### src/rtl/button_debounce_auto_repeat_top_assert.svh
// Assertion macros for the button debounce / auto repeat block.
// Used by button_debounce_auto_repeat_top; needs clk and rst in scope.
`ifndef BUTTON_DEBOUNCE_AUTO_REPEAT_TOP_ASSERT_SVH
`define BUTTON_DEBOUNCE_AUTO_REPEAT_TOP_ASSERT_SVH

// Same-cycle implication, checked out of reset.
`define BDAR_ASSERT_NOW(lbl, ante, cons) \
  lbl: assert property (@(posedge clk) disable iff (rst) (ante) |-> (cons)) \
    else $error("bdar assertion failed");

// Next-cycle implication, checked out of reset.
`define BDAR_ASSERT_NEXT(lbl, ante, cons) \
  lbl: assert property (@(posedge clk) disable iff (rst) (ante) |=> (cons)) \
    else $error("bdar assertion failed");

`endif

### src/rtl/bdar_pkg.sv
// Shared types and constants for the button debounce / auto repeat block.
// No dependencies.
package bdar_pkg;

  localparam int CFG_W        = 24;
  localparam int CFG_IDX_W    = 2;
  localparam int EVENT_W      = 2;
  localparam int TIMER_BITS_D = 24;

  localparam logic [CFG_W-1:0] DEBOUNCE_RST     = CFG_W'(50000);
  localparam logic [CFG_W-1:0] HOLD_INITIAL_RST = CFG_W'(500000);
  localparam logic [CFG_W-1:0] HOLD_REPEAT_RST  = CFG_W'(200000);
  localparam logic             HOLD_ENABLE_RST  = 1'b1;

  typedef enum logic [CFG_IDX_W-1:0] {
    REG_DEBOUNCE     = 2'd0,
    REG_HOLD_INITIAL = 2'd1,
    REG_HOLD_REPEAT  = 2'd2,
    REG_HOLD_ENABLE  = 2'd3
  } reg_index_t;

  typedef enum logic [EVENT_W-1:0] {
    EV_NONE   = 2'd0,
    EV_PRESS  = 2'd1,
    EV_REPEAT = 2'd2
  } event_kind_t;

  typedef struct packed {
    logic [CFG_W-1:0] debounce_ticks;
    logic [CFG_W-1:0] hold_initial_ticks;
    logic [CFG_W-1:0] hold_repeat_ticks;
    logic             hold_enable;
  } cfg_t;

  typedef struct packed {
    logic stage_valid;
    logic in_hold;
  } core_status_t;

endpackage

### src/rtl/bdar_ifs.sv
// Valid/ready channel interfaces: timer tick beats in, event beats out.
// Depends on bdar_pkg for payload widths.
interface bdar_tick_if;
  logic valid;
  logic ready;
  logic button_level;

  modport source (output valid, output button_level, input ready);
  modport sink (input valid, input button_level, output ready);
endinterface

interface bdar_event_if;
  logic                         valid;
  logic                         ready;
  logic [bdar_pkg::EVENT_W-1:0] event_kind;
  logic                         held;

  modport source (output valid, output event_kind, output held, input ready);
  modport sink (input valid, input event_kind, input held, output ready);
endinterface

### src/rtl/bdar_cfg.sv
// Configuration register file for the debounce / auto repeat block.
// Depends on bdar_pkg.
module bdar_cfg (
  input  logic                           clk,
  input  logic                           rst,
  input  logic                           cfg_we,
  input  logic [bdar_pkg::CFG_IDX_W-1:0] cfg_index,
  input  logic [bdar_pkg::CFG_W-1:0]     cfg_data,
  output bdar_pkg::cfg_t                 cfg
);
  import bdar_pkg::*;

  cfg_t regs;

  always_ff @(posedge clk) begin
    if (rst) begin
      regs.debounce_ticks     <= DEBOUNCE_RST;
      regs.hold_initial_ticks <= HOLD_INITIAL_RST;
      regs.hold_repeat_ticks  <= HOLD_REPEAT_RST;
      regs.hold_enable        <= HOLD_ENABLE_RST;
    end else if (cfg_we) begin
      case (reg_index_t'(cfg_index))
        REG_DEBOUNCE:     regs.debounce_ticks     <= cfg_data;
        REG_HOLD_INITIAL: regs.hold_initial_ticks <= cfg_data;
        REG_HOLD_REPEAT:  regs.hold_repeat_ticks  <= cfg_data;
        REG_HOLD_ENABLE:  regs.hold_enable        <= cfg_data[0];
        default: ;
      endcase
    end
  end

  assign cfg = regs;
endmodule

### src/rtl/bdar_core.sv
// Tick input register, debounce / hold state and registered event output.
// Depends on bdar_pkg and the channel interfaces in bdar_ifs.sv.
module bdar_core #(
  parameter int TIMER_BITS = bdar_pkg::TIMER_BITS_D
) (
  input  logic                   clk,
  input  logic                   rst,
  input  bdar_pkg::cfg_t         cfg,
  bdar_tick_if.sink              tick,
  bdar_event_if.source           evt,
  output bdar_pkg::core_status_t status
);
  import bdar_pkg::*;

  localparam int CMP_W = (TIMER_BITS > CFG_W) ? TIMER_BITS : CFG_W;
  localparam logic [TIMER_BITS-1:0] CNT_MAX = '1;

  function automatic logic [TIMER_BITS-1:0] sat_inc(input logic [TIMER_BITS-1:0] v);
    sat_inc = (v == CNT_MAX) ? v : v + TIMER_BITS'(1);
  endfunction

  // input stage
  logic stage_valid;
  logic stage_level;
  // state
  logic                  previous_level, previous_level_next;
  logic [TIMER_BITS-1:0] since_press, since_press_next;
  logic                  in_hold, in_hold_next;
  logic [TIMER_BITS-1:0] hold_elapsed, hold_elapsed_next;
  logic [TIMER_BITS-1:0] since_repeat, since_repeat_next;
  // output stage
  logic        out_valid;
  event_kind_t out_kind;
  logic        out_held;

  event_kind_t           kind;
  logic [TIMER_BITS-1:0] press_inc;
  logic [TIMER_BITS-1:0] repeat_inc;
  logic                  advance;

  assign advance    = stage_valid && (!out_valid || evt.ready);
  assign tick.ready = !stage_valid || advance;

  always_comb begin
    press_inc           = sat_inc(since_press);
    repeat_inc          = sat_inc(since_repeat);
    kind                = EV_NONE;
    previous_level_next = stage_level;
    since_press_next    = press_inc;
    in_hold_next        = in_hold;
    hold_elapsed_next   = hold_elapsed;
    since_repeat_next   = since_repeat;
    if (in_hold) begin
      since_press_next = '0;
      if (!stage_level) begin
        hold_elapsed_next = sat_inc(hold_elapsed);
        since_repeat_next = repeat_inc;
        if ((CMP_W'(hold_elapsed_next) > CMP_W'(cfg.hold_initial_ticks)) &&
            (CMP_W'(repeat_inc) > CMP_W'(cfg.hold_repeat_ticks))) begin
          kind              = EV_REPEAT;
          since_repeat_next = '0;
        end
      end else begin
        in_hold_next = 1'b0;
      end
    end else if (previous_level && !stage_level) begin
      // falling edge: a press only once the debounce time has passed
      if (CMP_W'(press_inc) > CMP_W'(cfg.debounce_ticks)) begin
        kind             = EV_PRESS;
        since_press_next = '0;
        if (cfg.hold_enable) begin
          in_hold_next      = 1'b1;
          hold_elapsed_next = '0;
          since_repeat_next = '0;
        end
      end
    end
  end

  always_ff @(posedge clk) begin
    if (rst) begin
      stage_valid    <= 1'b0;
      out_valid      <= 1'b0;
      previous_level <= 1'b1;
      since_press    <= '0;
      in_hold        <= 1'b0;
      hold_elapsed   <= '0;
      since_repeat   <= '0;
    end else begin
      if (tick.valid && tick.ready) begin
        stage_valid <= 1'b1;
      end else if (advance) begin
        stage_valid <= 1'b0;
      end
      if (advance) begin
        out_valid      <= 1'b1;
        previous_level <= previous_level_next;
        since_press    <= since_press_next;
        in_hold        <= in_hold_next;
        hold_elapsed   <= hold_elapsed_next;
        since_repeat   <= since_repeat_next;
      end else if (evt.ready) begin
        out_valid <= 1'b0;
      end
    end
  end

  // payload registers
  always_ff @(posedge clk) begin
    if (tick.valid && tick.ready) begin
      stage_level <= tick.button_level;
    end
    if (advance) begin
      out_kind <= kind;
      out_held <= !stage_level;
    end
  end

  assign evt.valid      = out_valid;
  assign evt.event_kind = out_kind;
  assign evt.held       = out_held;

  assign status.stage_valid = stage_valid;
  assign status.in_hold     = in_hold;
endmodule

### src/rtl/button_debounce_auto_repeat_top.sv
// Button debounce with auto repeat: one timer tick beat in, one event beat
// out per tick. Each tick beat carries the sampled, active-low button level.
// A falling edge is a press only when more than debounce_ticks ticks have
// passed since the last accepted press or the end of a followed hold; a
// bounced edge is dropped and does not restart that time. With hold_enable
// set at press time, the hold is followed: once held longer than
// hold_initial_ticks, a repeat event comes out each time more than
// hold_repeat_ticks ticks pass. Counters are TIMER_BITS wide and saturate.
// Throughput is one tick per clock unless the event side stalls; an accepted
// tick beat passes the input register, then the event register. The
// debounce/hold state loop is counter increment, compare and select into the
// state registers. Configuration writes go straight into the register file
// and must only be made while no tick is in flight.
// Depends on bdar_pkg, bdar_ifs.sv, bdar_cfg, bdar_core and the assert header.
`include "button_debounce_auto_repeat_top_assert.svh"

module button_debounce_auto_repeat_top #(
  parameter int TIMER_BITS = bdar_pkg::TIMER_BITS_D
) (
  input  logic                           clk,
  input  logic                           rst,
  input  logic                           cfg_we,
  input  logic [bdar_pkg::CFG_IDX_W-1:0] cfg_index,
  input  logic [bdar_pkg::CFG_W-1:0]     cfg_data,
  bdar_tick_if.sink                      tick,
  bdar_event_if.source                   evt
);
  import bdar_pkg::*;

  cfg_t         cfg;
  core_status_t status;

  // register file: debounce, hold initial, hold repeat, hold enable
  bdar_cfg u_cfg (
    .clk       (clk),
    .rst       (rst),
    .cfg_we    (cfg_we),
    .cfg_index (cfg_index),
    .cfg_data  (cfg_data),
    .cfg       (cfg)
  );

  // tick register, state update and event register
  bdar_core #(
    .TIMER_BITS (TIMER_BITS)
  ) u_core (
    .clk    (clk),
    .rst    (rst),
    .cfg    (cfg),
    .tick   (tick),
    .evt    (evt),
    .status (status)
  );

  // any event (press or repeat) is only ever raised on a low level
  `BDAR_ASSERT_NOW(a_event_held, evt.valid && (evt.event_kind != EV_NONE), evt.held)
  // an accepted tick beat always lands in the input stage
  `BDAR_ASSERT_NEXT(a_tick_staged, tick.valid && tick.ready, status.stage_valid)
  // full input stage behind a stalled event register blocks new ticks
  `BDAR_ASSERT_NOW(a_backpressure, status.stage_valid && evt.valid && !evt.ready, !tick.ready)
  // a repeat only comes while a hold was being followed
  `BDAR_ASSERT_NEXT(a_repeat_in_hold, status.stage_valid && !status.in_hold && evt.ready,
                    !(evt.valid && (evt.event_kind == EV_REPEAT)))
endmodule

### src/flat_wrapper.sv
// flat-port wrapper written by rule: the top's interface ports become plain ports
module button_debounce_auto_repeat_top_flat import bdar_pkg::*;
#(
  parameter int TIMER_BITS = bdar_pkg::TIMER_BITS_D
)
  (clk, rst, cfg_we, cfg_index, cfg_data, tick_valid, tick_button_level, tick_ready, evt_valid, evt_event_kind, evt_held, evt_ready);
  bdar_tick_if tick_i ();
  bdar_event_if evt_i ();
  input  logic clk;
  input  logic rst;
  input  logic cfg_we;
  input  logic [bdar_pkg::CFG_IDX_W-1:0] cfg_index;
  input  logic [bdar_pkg::CFG_W-1:0] cfg_data;
  input wire logic [$bits(tick_i.valid)-1:0] tick_valid;
  input wire logic [$bits(tick_i.button_level)-1:0] tick_button_level;
  output wire logic [$bits(tick_i.ready)-1:0] tick_ready;
  output wire logic [$bits(evt_i.valid)-1:0] evt_valid;
  output wire logic [$bits(evt_i.event_kind)-1:0] evt_event_kind;
  output wire logic [$bits(evt_i.held)-1:0] evt_held;
  input wire logic [$bits(evt_i.ready)-1:0] evt_ready;
  assign tick_i.valid = tick_valid;
  assign tick_i.button_level = tick_button_level;
  assign tick_ready = tick_i.ready;
  assign evt_valid = evt_i.valid;
  assign evt_event_kind = evt_i.event_kind;
  assign evt_held = evt_i.held;
  assign evt_i.ready = evt_ready;
  button_debounce_auto_repeat_top #(.TIMER_BITS(TIMER_BITS)) u_core (.clk(clk), .rst(rst), .cfg_we(cfg_we), .cfg_index(cfg_index), .cfg_data(cfg_data), .tick(tick_i), .evt(evt_i));
endmodule
### config.mk
export PLATFORM = sky130hd
export DESIGN_NAME = button_debounce_auto_repeat_top_flat
export DESIGN_NICKNAME = d
export VERILOG_FILES = /design/src/rtl/bdar_pkg.sv /design/src/rtl/bdar_ifs.sv /design/src/rtl/bdar_cfg.sv /design/src/rtl/bdar_core.sv /design/src/rtl/button_debounce_auto_repeat_top.sv /design/src/flat_wrapper.sv
export VERILOG_INCLUDE_DIRS = /design/src /design/src/rtl
export SDC_FILE = /design/constraint.sdc
export NUM_CORES = 1
export LEC_CHECK = 0
export BUFFER_PORTS_ARGS = -buffer_cell sky130_fd_sc_hd__buf_4
export CAP_MARGIN = 10
export CORE_UTILIZATION = 56
export DETAILED_ROUTE_END_ITERATION = 10
export HOLD_SLACK_MARGIN = 0.1
export PLACE_DENSITY = 0.76
export SLEW_MARGIN = 20
export SYNTH_ARGS = -nofsm -noshare
export SYNTH_HDL_FRONTEND = slang
export SYNTH_SLANG_ARGS = --single-unit
export TNS_END_PERCENT = 30
### constraint.sdc
create_clock -name clk -period 4 [get_ports clk]
set_clock_uncertainty 0.15 [all_clocks]
set_input_delay 0.8 -clock clk [delete_from_list [all_inputs] [get_ports clk]]
set_output_delay 0.8 -clock clk [all_outputs]
set_load 0.02 [all_outputs]
# Word level (Yosys, flattened, before mapping)
# Index checks and enable logic that the tools add are counted.
# W data, S select, Z words.
[op_classes]
add_sub_neg = 3
n_lt_le_gt_ge = 3
eq_ne = 7
mux = 28
reduce_logical = 20
[ops]
columns = ["op", "count"]
rows = [
  ["$mux W24", 14],
  ["$add A24 B1 Y24 const B", 3],
  ["$eq A24 B24 Y1 const B", 3],
  ["$gt A24 B24 Y1", 3],
  ["$mux W1", 11],
  ["$reduce_bool A2 Y1", 5],
  ["$reduce_and A2 Y1", 4],
  ["$mux W2", 3],
  ["$reduce_and A5 Y1", 1],
  ["$eq A2 B2 Y1 const B", 2],
  ["$logic_and A1 B1 Y1", 4],
  ["$logic_not A1 Y1", 3],
  ["$eq A2 B1 Y1 const B", 1],
  ["$logic_not A2 Y1", 1],
  ["$logic_or A1 B1 Y1", 2],
  ["$ne A2 B2 Y1 const B", 1],
]
[totals]
regBits = 153
in_bits = 32
out_inout_bits = 5
word_cells = 75

# Longest topological paths before layout
[logic_depth]
word_depth = 7
depth_mapped = 20
depth_no_buf = 17

# Modules after synthesis
# Synthesis repeated with hierarchy kept, for this count alone.
[unflattened]
cells_unflattened = 1127
area_unflattened_um2 = 9494.1
[by_module_without_submodules]
columns = ["mod", "n_inst", "cells_each", "area_each_um2", "seq_area_each_um2"]
rows = [
  ["bdar_core", 1, 844, 6515.0, 1641.6],
  ["bdar_cfg", 1, 283, 2979.1, 1461.4],
]

# Worst setup path before layout
# Ideal clock, no wire load.
[synth_path]
kind = "register -> register"
from = "register u_core.u_core.since_press[10]"
to = "register u_core.u_core.since_repeat[21]"
setup_time_ns = 0.117
t_arrival_ns = 3.659
t_required_ns = 3.733
setup_slack_ns = 0.074
stages_incl_launch_ff = 20
n_path_buf = 4
synth_period_minus_slack_ns = 3.926
cell_sequence = "dfxtp_1 > buf_2 > and4_1 > and4_1 > buf_2 > a31oi_4 > and3_1 > buf_6 > and3_4 > xor2_1 > ha_1 > nand4_1 > nor4_2 > o31ai_1 > a311oi_1 > a31oi_1 > and2_1 > buf_2 > a31o_2 > a22o_1"
[synth_via]
elab_chain_cells = 5
elab_cells_between_ends = 6
classes_between = "1 x add/sub; 1 x order compare; 1 x eq/ne; 1 x mux; 2 x reduce/logical"
[synth_rtl]
columns = ["element", "line", "text"]
rows = [
  ["start: declaration", "bdar_core.sv:27", "logic [TIMER_BITS-1:0] since_press, since_press_next;"],
  ["start signal: assignment", "bdar_core.sv:98", "since_press <= since_press_next;"],
  ["$add A24 B1 Y24 / $eq A24 B24 Y1 (equally long branches)", "bdar_core.sv:19", "sat_inc = (v == CNT_MAX) ? v : v + TIMER_BITS'(1);"],
  ["$mux W24 (*)", "bdar_core.sv:19", ""],
  ["$gt A24 B24 Y1 (*)", "bdar_core.sv:68", "if (CMP_W'(press_inc) > CMP_W'(cfg.debounce_ticks)) begin"],
  ["$reduce_bool A2 Y1 (no source line) (*)", "-", ""],
  ["$reduce_and A5 Y1 (no source line) (*)", "-", ""],
  ["end signal: assignment", "bdar_core.sv:101", "since_repeat <= since_repeat_next;"],
  ["end: declaration", "bdar_core.sv:30", "logic [TIMER_BITS-1:0] since_repeat, since_repeat_next;"],
]
# Mark *: on every way between the ends. The rest lies on a longest branch, timed or not.
# A chain may end at the register's enable or synchronous reset.

# Final worst setup path
[layout_path]
from = "register u_core.u_core.since_press[1]"
to = "register u_core.u_core.since_press[10]"
[layout_via]
elab_chain_cells = 6
elab_cells_between_ends = 7
classes_between = "1 x add/sub; 1 x order compare; 1 x eq/ne; 4 x mux"
[layout_rtl]
columns = ["element", "line", "text"]
rows = [
  ["$add A24 B1 Y24 / $eq A24 B24 Y1 (equally long branches)", "bdar_core.sv:19", ""],
  ["$mux W24 (*)", "bdar_core.sv:19", ""],
  ["$gt A24 B24 Y1", "bdar_core.sv:68", ""],
  ["$mux W24", "bdar_core.sv:68", ""],
  ["$mux W24 (*)", "bdar_core.sv:66", "end else if (previous_level && !stage_level) begin"],
  ["$mux W24 (*)", "bdar_core.sv:53", "if (in_hold) begin"],
]
# Marks and branches as above.

==> out/qor.yml <==
setup_violations: 57
yosysSeqAreaShare_pct: 34.94
clk_pin_slew_worst_paths_ps: 60
start_kind: "flop"
cts_hold_buf: 0
dpl.cell_count: 1404
row_count: 45
crit_path_frequent_cell: "buf_4"
io_buffers: 36
cts_tree: "yes"
vias: 8375
yosysTopAreaCell: "dfxtp_1"
grt-ovfl-total: 0
htree_levels: 4
drc: 0
cp.required_ps: 4150
failed_checks: "setup timing"
min-delay-path-class: "reg2reg"
fin_ws_ps: -184.5
drive_gt1_share_pct: 21.01
start_util_pct: 57.99
synth_edf_count: 4
hold_ws_ps: 303.1
final_cell_mix: "nand2_1 (177), buf_4 (146), dfxtp_1 (144)"
grt_pass1_vias: 7931
mostFrequentLayoutCell: "nand2_1"
worstPathCellList: "ha_4 > nand2_4 > nor4_4 > buf_4 > a21boi_4 > nand3_1 > xnor2_1 > ha_1 > nand4_1 > buf_4 > nor3_4 > a22oi_2 > a31oi_1 > buf_4 > nor4_2 > buf_4 > nor2b_1 > o21ai_0 > o21ai_0"
post_dp_cell_area_um2: 10050
vias_per_cell: 5.800
cp-end-kind: "flop"
worstSetupPathType: "reg2reg"
maxSlewViolCount: 0
synth_area_leaders: "dfxtp_1 (34%), ha_1 (11%), nand2_1 (7.6%)"
syn-num-nets: 1209
final_antenna_net_count: 0
layout.nets: 1327
ys.flop_type: "dfxtp_1"
reg2reg_depth: 19
die_x_um: 127.9
cts_sinks: 153
ys_ff_latch: 153
cap_violations: 0
grt.total_usage_pct: 29.75
root_buffer: "clkbuf_16"
wirelength_um: 23860
finalHoldViolCount: 0
worst-slew-pin-transition_ps: 1000
max-slew-margin-rel_pct: 33.24
fin_tns_setup_ps: -3859
rsz0062_at_grt: "true"
vdd_ir_drop_max_mv: 0.3544
critPathSlowestCell: "dfxtp_2"
final_cells: 1444
dr.pass1.iters: 5
cts_buffer_depth: 2
dieHeight_um: 127.9
whs_path_depth: 2
ys_warn_count: 0
core_area_um2: 15310
antenna_found_initial: 0
routedWlPerCell_um: 16.52
antenna_cells: 0
p_leak_nw: 4.734
grt_max_degree: 44
drt_iter0_drc: 537
final.period_utilization_pct: 104.6
fillerInstances: 1186
cts_made_buffers: 17
synthesis.area_per_instance_um2: 8.059
syn_to_final_growth_pct: 23.96
netlist_area_um2: 8881
synth_cell_types: 65
place_congestion: 0.9057
fin_area_um2: 11010
fmaxAchievable_mhz: 239.0
grt_pass1_wl_um: 38380
dpl.hpwl_um: 17360
cpPeakStageDelay_ps: 360
status: "complete, but fails checks"
clk_latency_ps: 420
io_pins: 37
critPathMaxFanout: 13
powerDensity_nw_per_um2: 312.5
synth.top_cell.area_share_pct: 33.59
synthArstFlopShare_pct: 0
dieArea_um2: 16370
syn_inst: 1102
power_mw: 3.440
post-route-min-period_ps: 4185
crit_arrival_ps: 4340
power breakdown:
group / switching (mW) / leakage, nW / internal, mW
registers: 0.0155 / 1.25 / 1.56
logic: 0.156 / 3.20 / 0.0907
clock network: 0.639 / 0.288 / 0.976
total: 0.810 / 4.73 / 2.63
cells by family after synthesis:
logic type | Yosys count | share of synthesized area [%]
AOI/OAI and AO/OA | 244 | 17.44
xor gates and xnor gates | 66 | 6.594
adders and majority gates | 75 | 10.57
buffers and inverters | 143 | 6.354
DFF | 153 | 34.94
muxes | 6 | 0.7185
and+or+nand+nor | 415 | 23.39
layout make-up:
class | count | area, µm² | share of cell area (%)
clock buffers | 19 | 432.9 | 3.932
clock inverters | 13 | 152.6 | 1.387
inverters | 87 | 326.6 | 2.966
multi-input cells | 806 | 5505 | 50.01
flip-flops and latches | 153 | 3109 | 28.24
well taps | 211 | 264.0 | 2.398
repair buffers | 155 | 1219 | 11.07
Yosys cell counts (3+ instances only):
| cell type | number |
|---|---|
| a21boi_0 | 3 |
| a21oi_1 | 100 |
| a22o_1 | 30 |
| a22oi_1 | 17 |
| a31o_2 | 3 |
| a31oi_1 | 12 |
| and2_1 | 9 |
| and3_1 | 9 |
| and4_1 | 7 |
| buf_1 | 5 |
| buf_2 | 16 |
| clkbuf_1 | 34 |
| dfxtp_1 | 149 |
| edfxtp_1 | 4 |
| ha_1 | 75 |
| inv_1 | 87 |
| mux2_2 | 3 |
| mux2i_1 | 3 |
| nand2_1 | 179 |
| nand2b_1 | 5 |
| nand3_1 | 47 |
| nand4_1 | 31 |
| nor2_1 | 66 |
| nor2b_1 | 8 |
| nor3_1 | 13 |
| nor3b_1 | 3 |
| nor4_1 | 5 |
| nor4_2 | 3 |
| o211ai_1 | 22 |
| o21ai_0 | 35 |
| o31ai_1 | 5 |
| or2_2 | 4 |
| or3_1 | 4 |
| xnor2_1 | 45 |
| xor2_1 | 20 |
registers in the layout (all words and copies together), names as in the netlist:
signal                             count
u_core.u_cfg.cfg                      73
u_core.u_core.evt.event_kind           2
u_core.u_core.evt.held                 1
u_core.u_core.evt.valid                1
u_core.u_core.hold_elapsed            24
u_core.u_core.in_hold                  1
u_core.u_core.previous_level           1
u_core.u_core.previous_level_next      1
u_core.u_core.since_press             24
u_core.u_core.since_repeat            24
u_core.u_core.stage_valid              1
timing repair:
| item | 4_1_cts | 5_1_grt |
|---|---|---|
| gates resized for setup | 31 | 46 |
| buffers inserted | 2 | 6 |
| pin swaps | 12 | 31 |
| endpoints found under the setup margin | 67 | 72 |
metrics by stage:
step	worst slack, ps	util (%)
floorplan	74.26	-
global placement	-171.4	65.62
detailed placement	-237.4	65.62
CTS	-9.482	70.43
global route	-299.3	71.89
finish	-184.5	71.89
routing by layer:
metal	up-vias	global-route usage [%]	wire length (µm)
li1	4081	-	-
met5	-	0	0
met3	51	5.676	1449
met4	0	10.17	559
met1	3959	38.86	10490
met2	284	49.20	11360
critical path, delay by kind of cell (launching register included):
family / cells / cell delay (ps)
compound gates: 5 / 910
flops: 1 / 360
buf+inv: 4 / 860
fa+ha+maj: 2 / 450
xor+xnor: 1 / 170
simple gates: 7 / 1160
path summary, 6_finish.rpt:
check | from | endpoint | slack, ps
hold reg to reg | u_core.u_cfg.cfg[46] | u_core.u_cfg.cfg[46] | 300
hold / removal | u_core.u_cfg.cfg[46] | u_core.u_cfg.cfg[46] | 300
setup / recovery | u_core.u_core.since_press[1] | u_core.u_core.since_press[10] | -180
setup reg to reg | u_core.u_core.since_press[1] | u_core.u_core.since_press[10] | -180
Note: power is estimated with default switching activity, not from simulation.
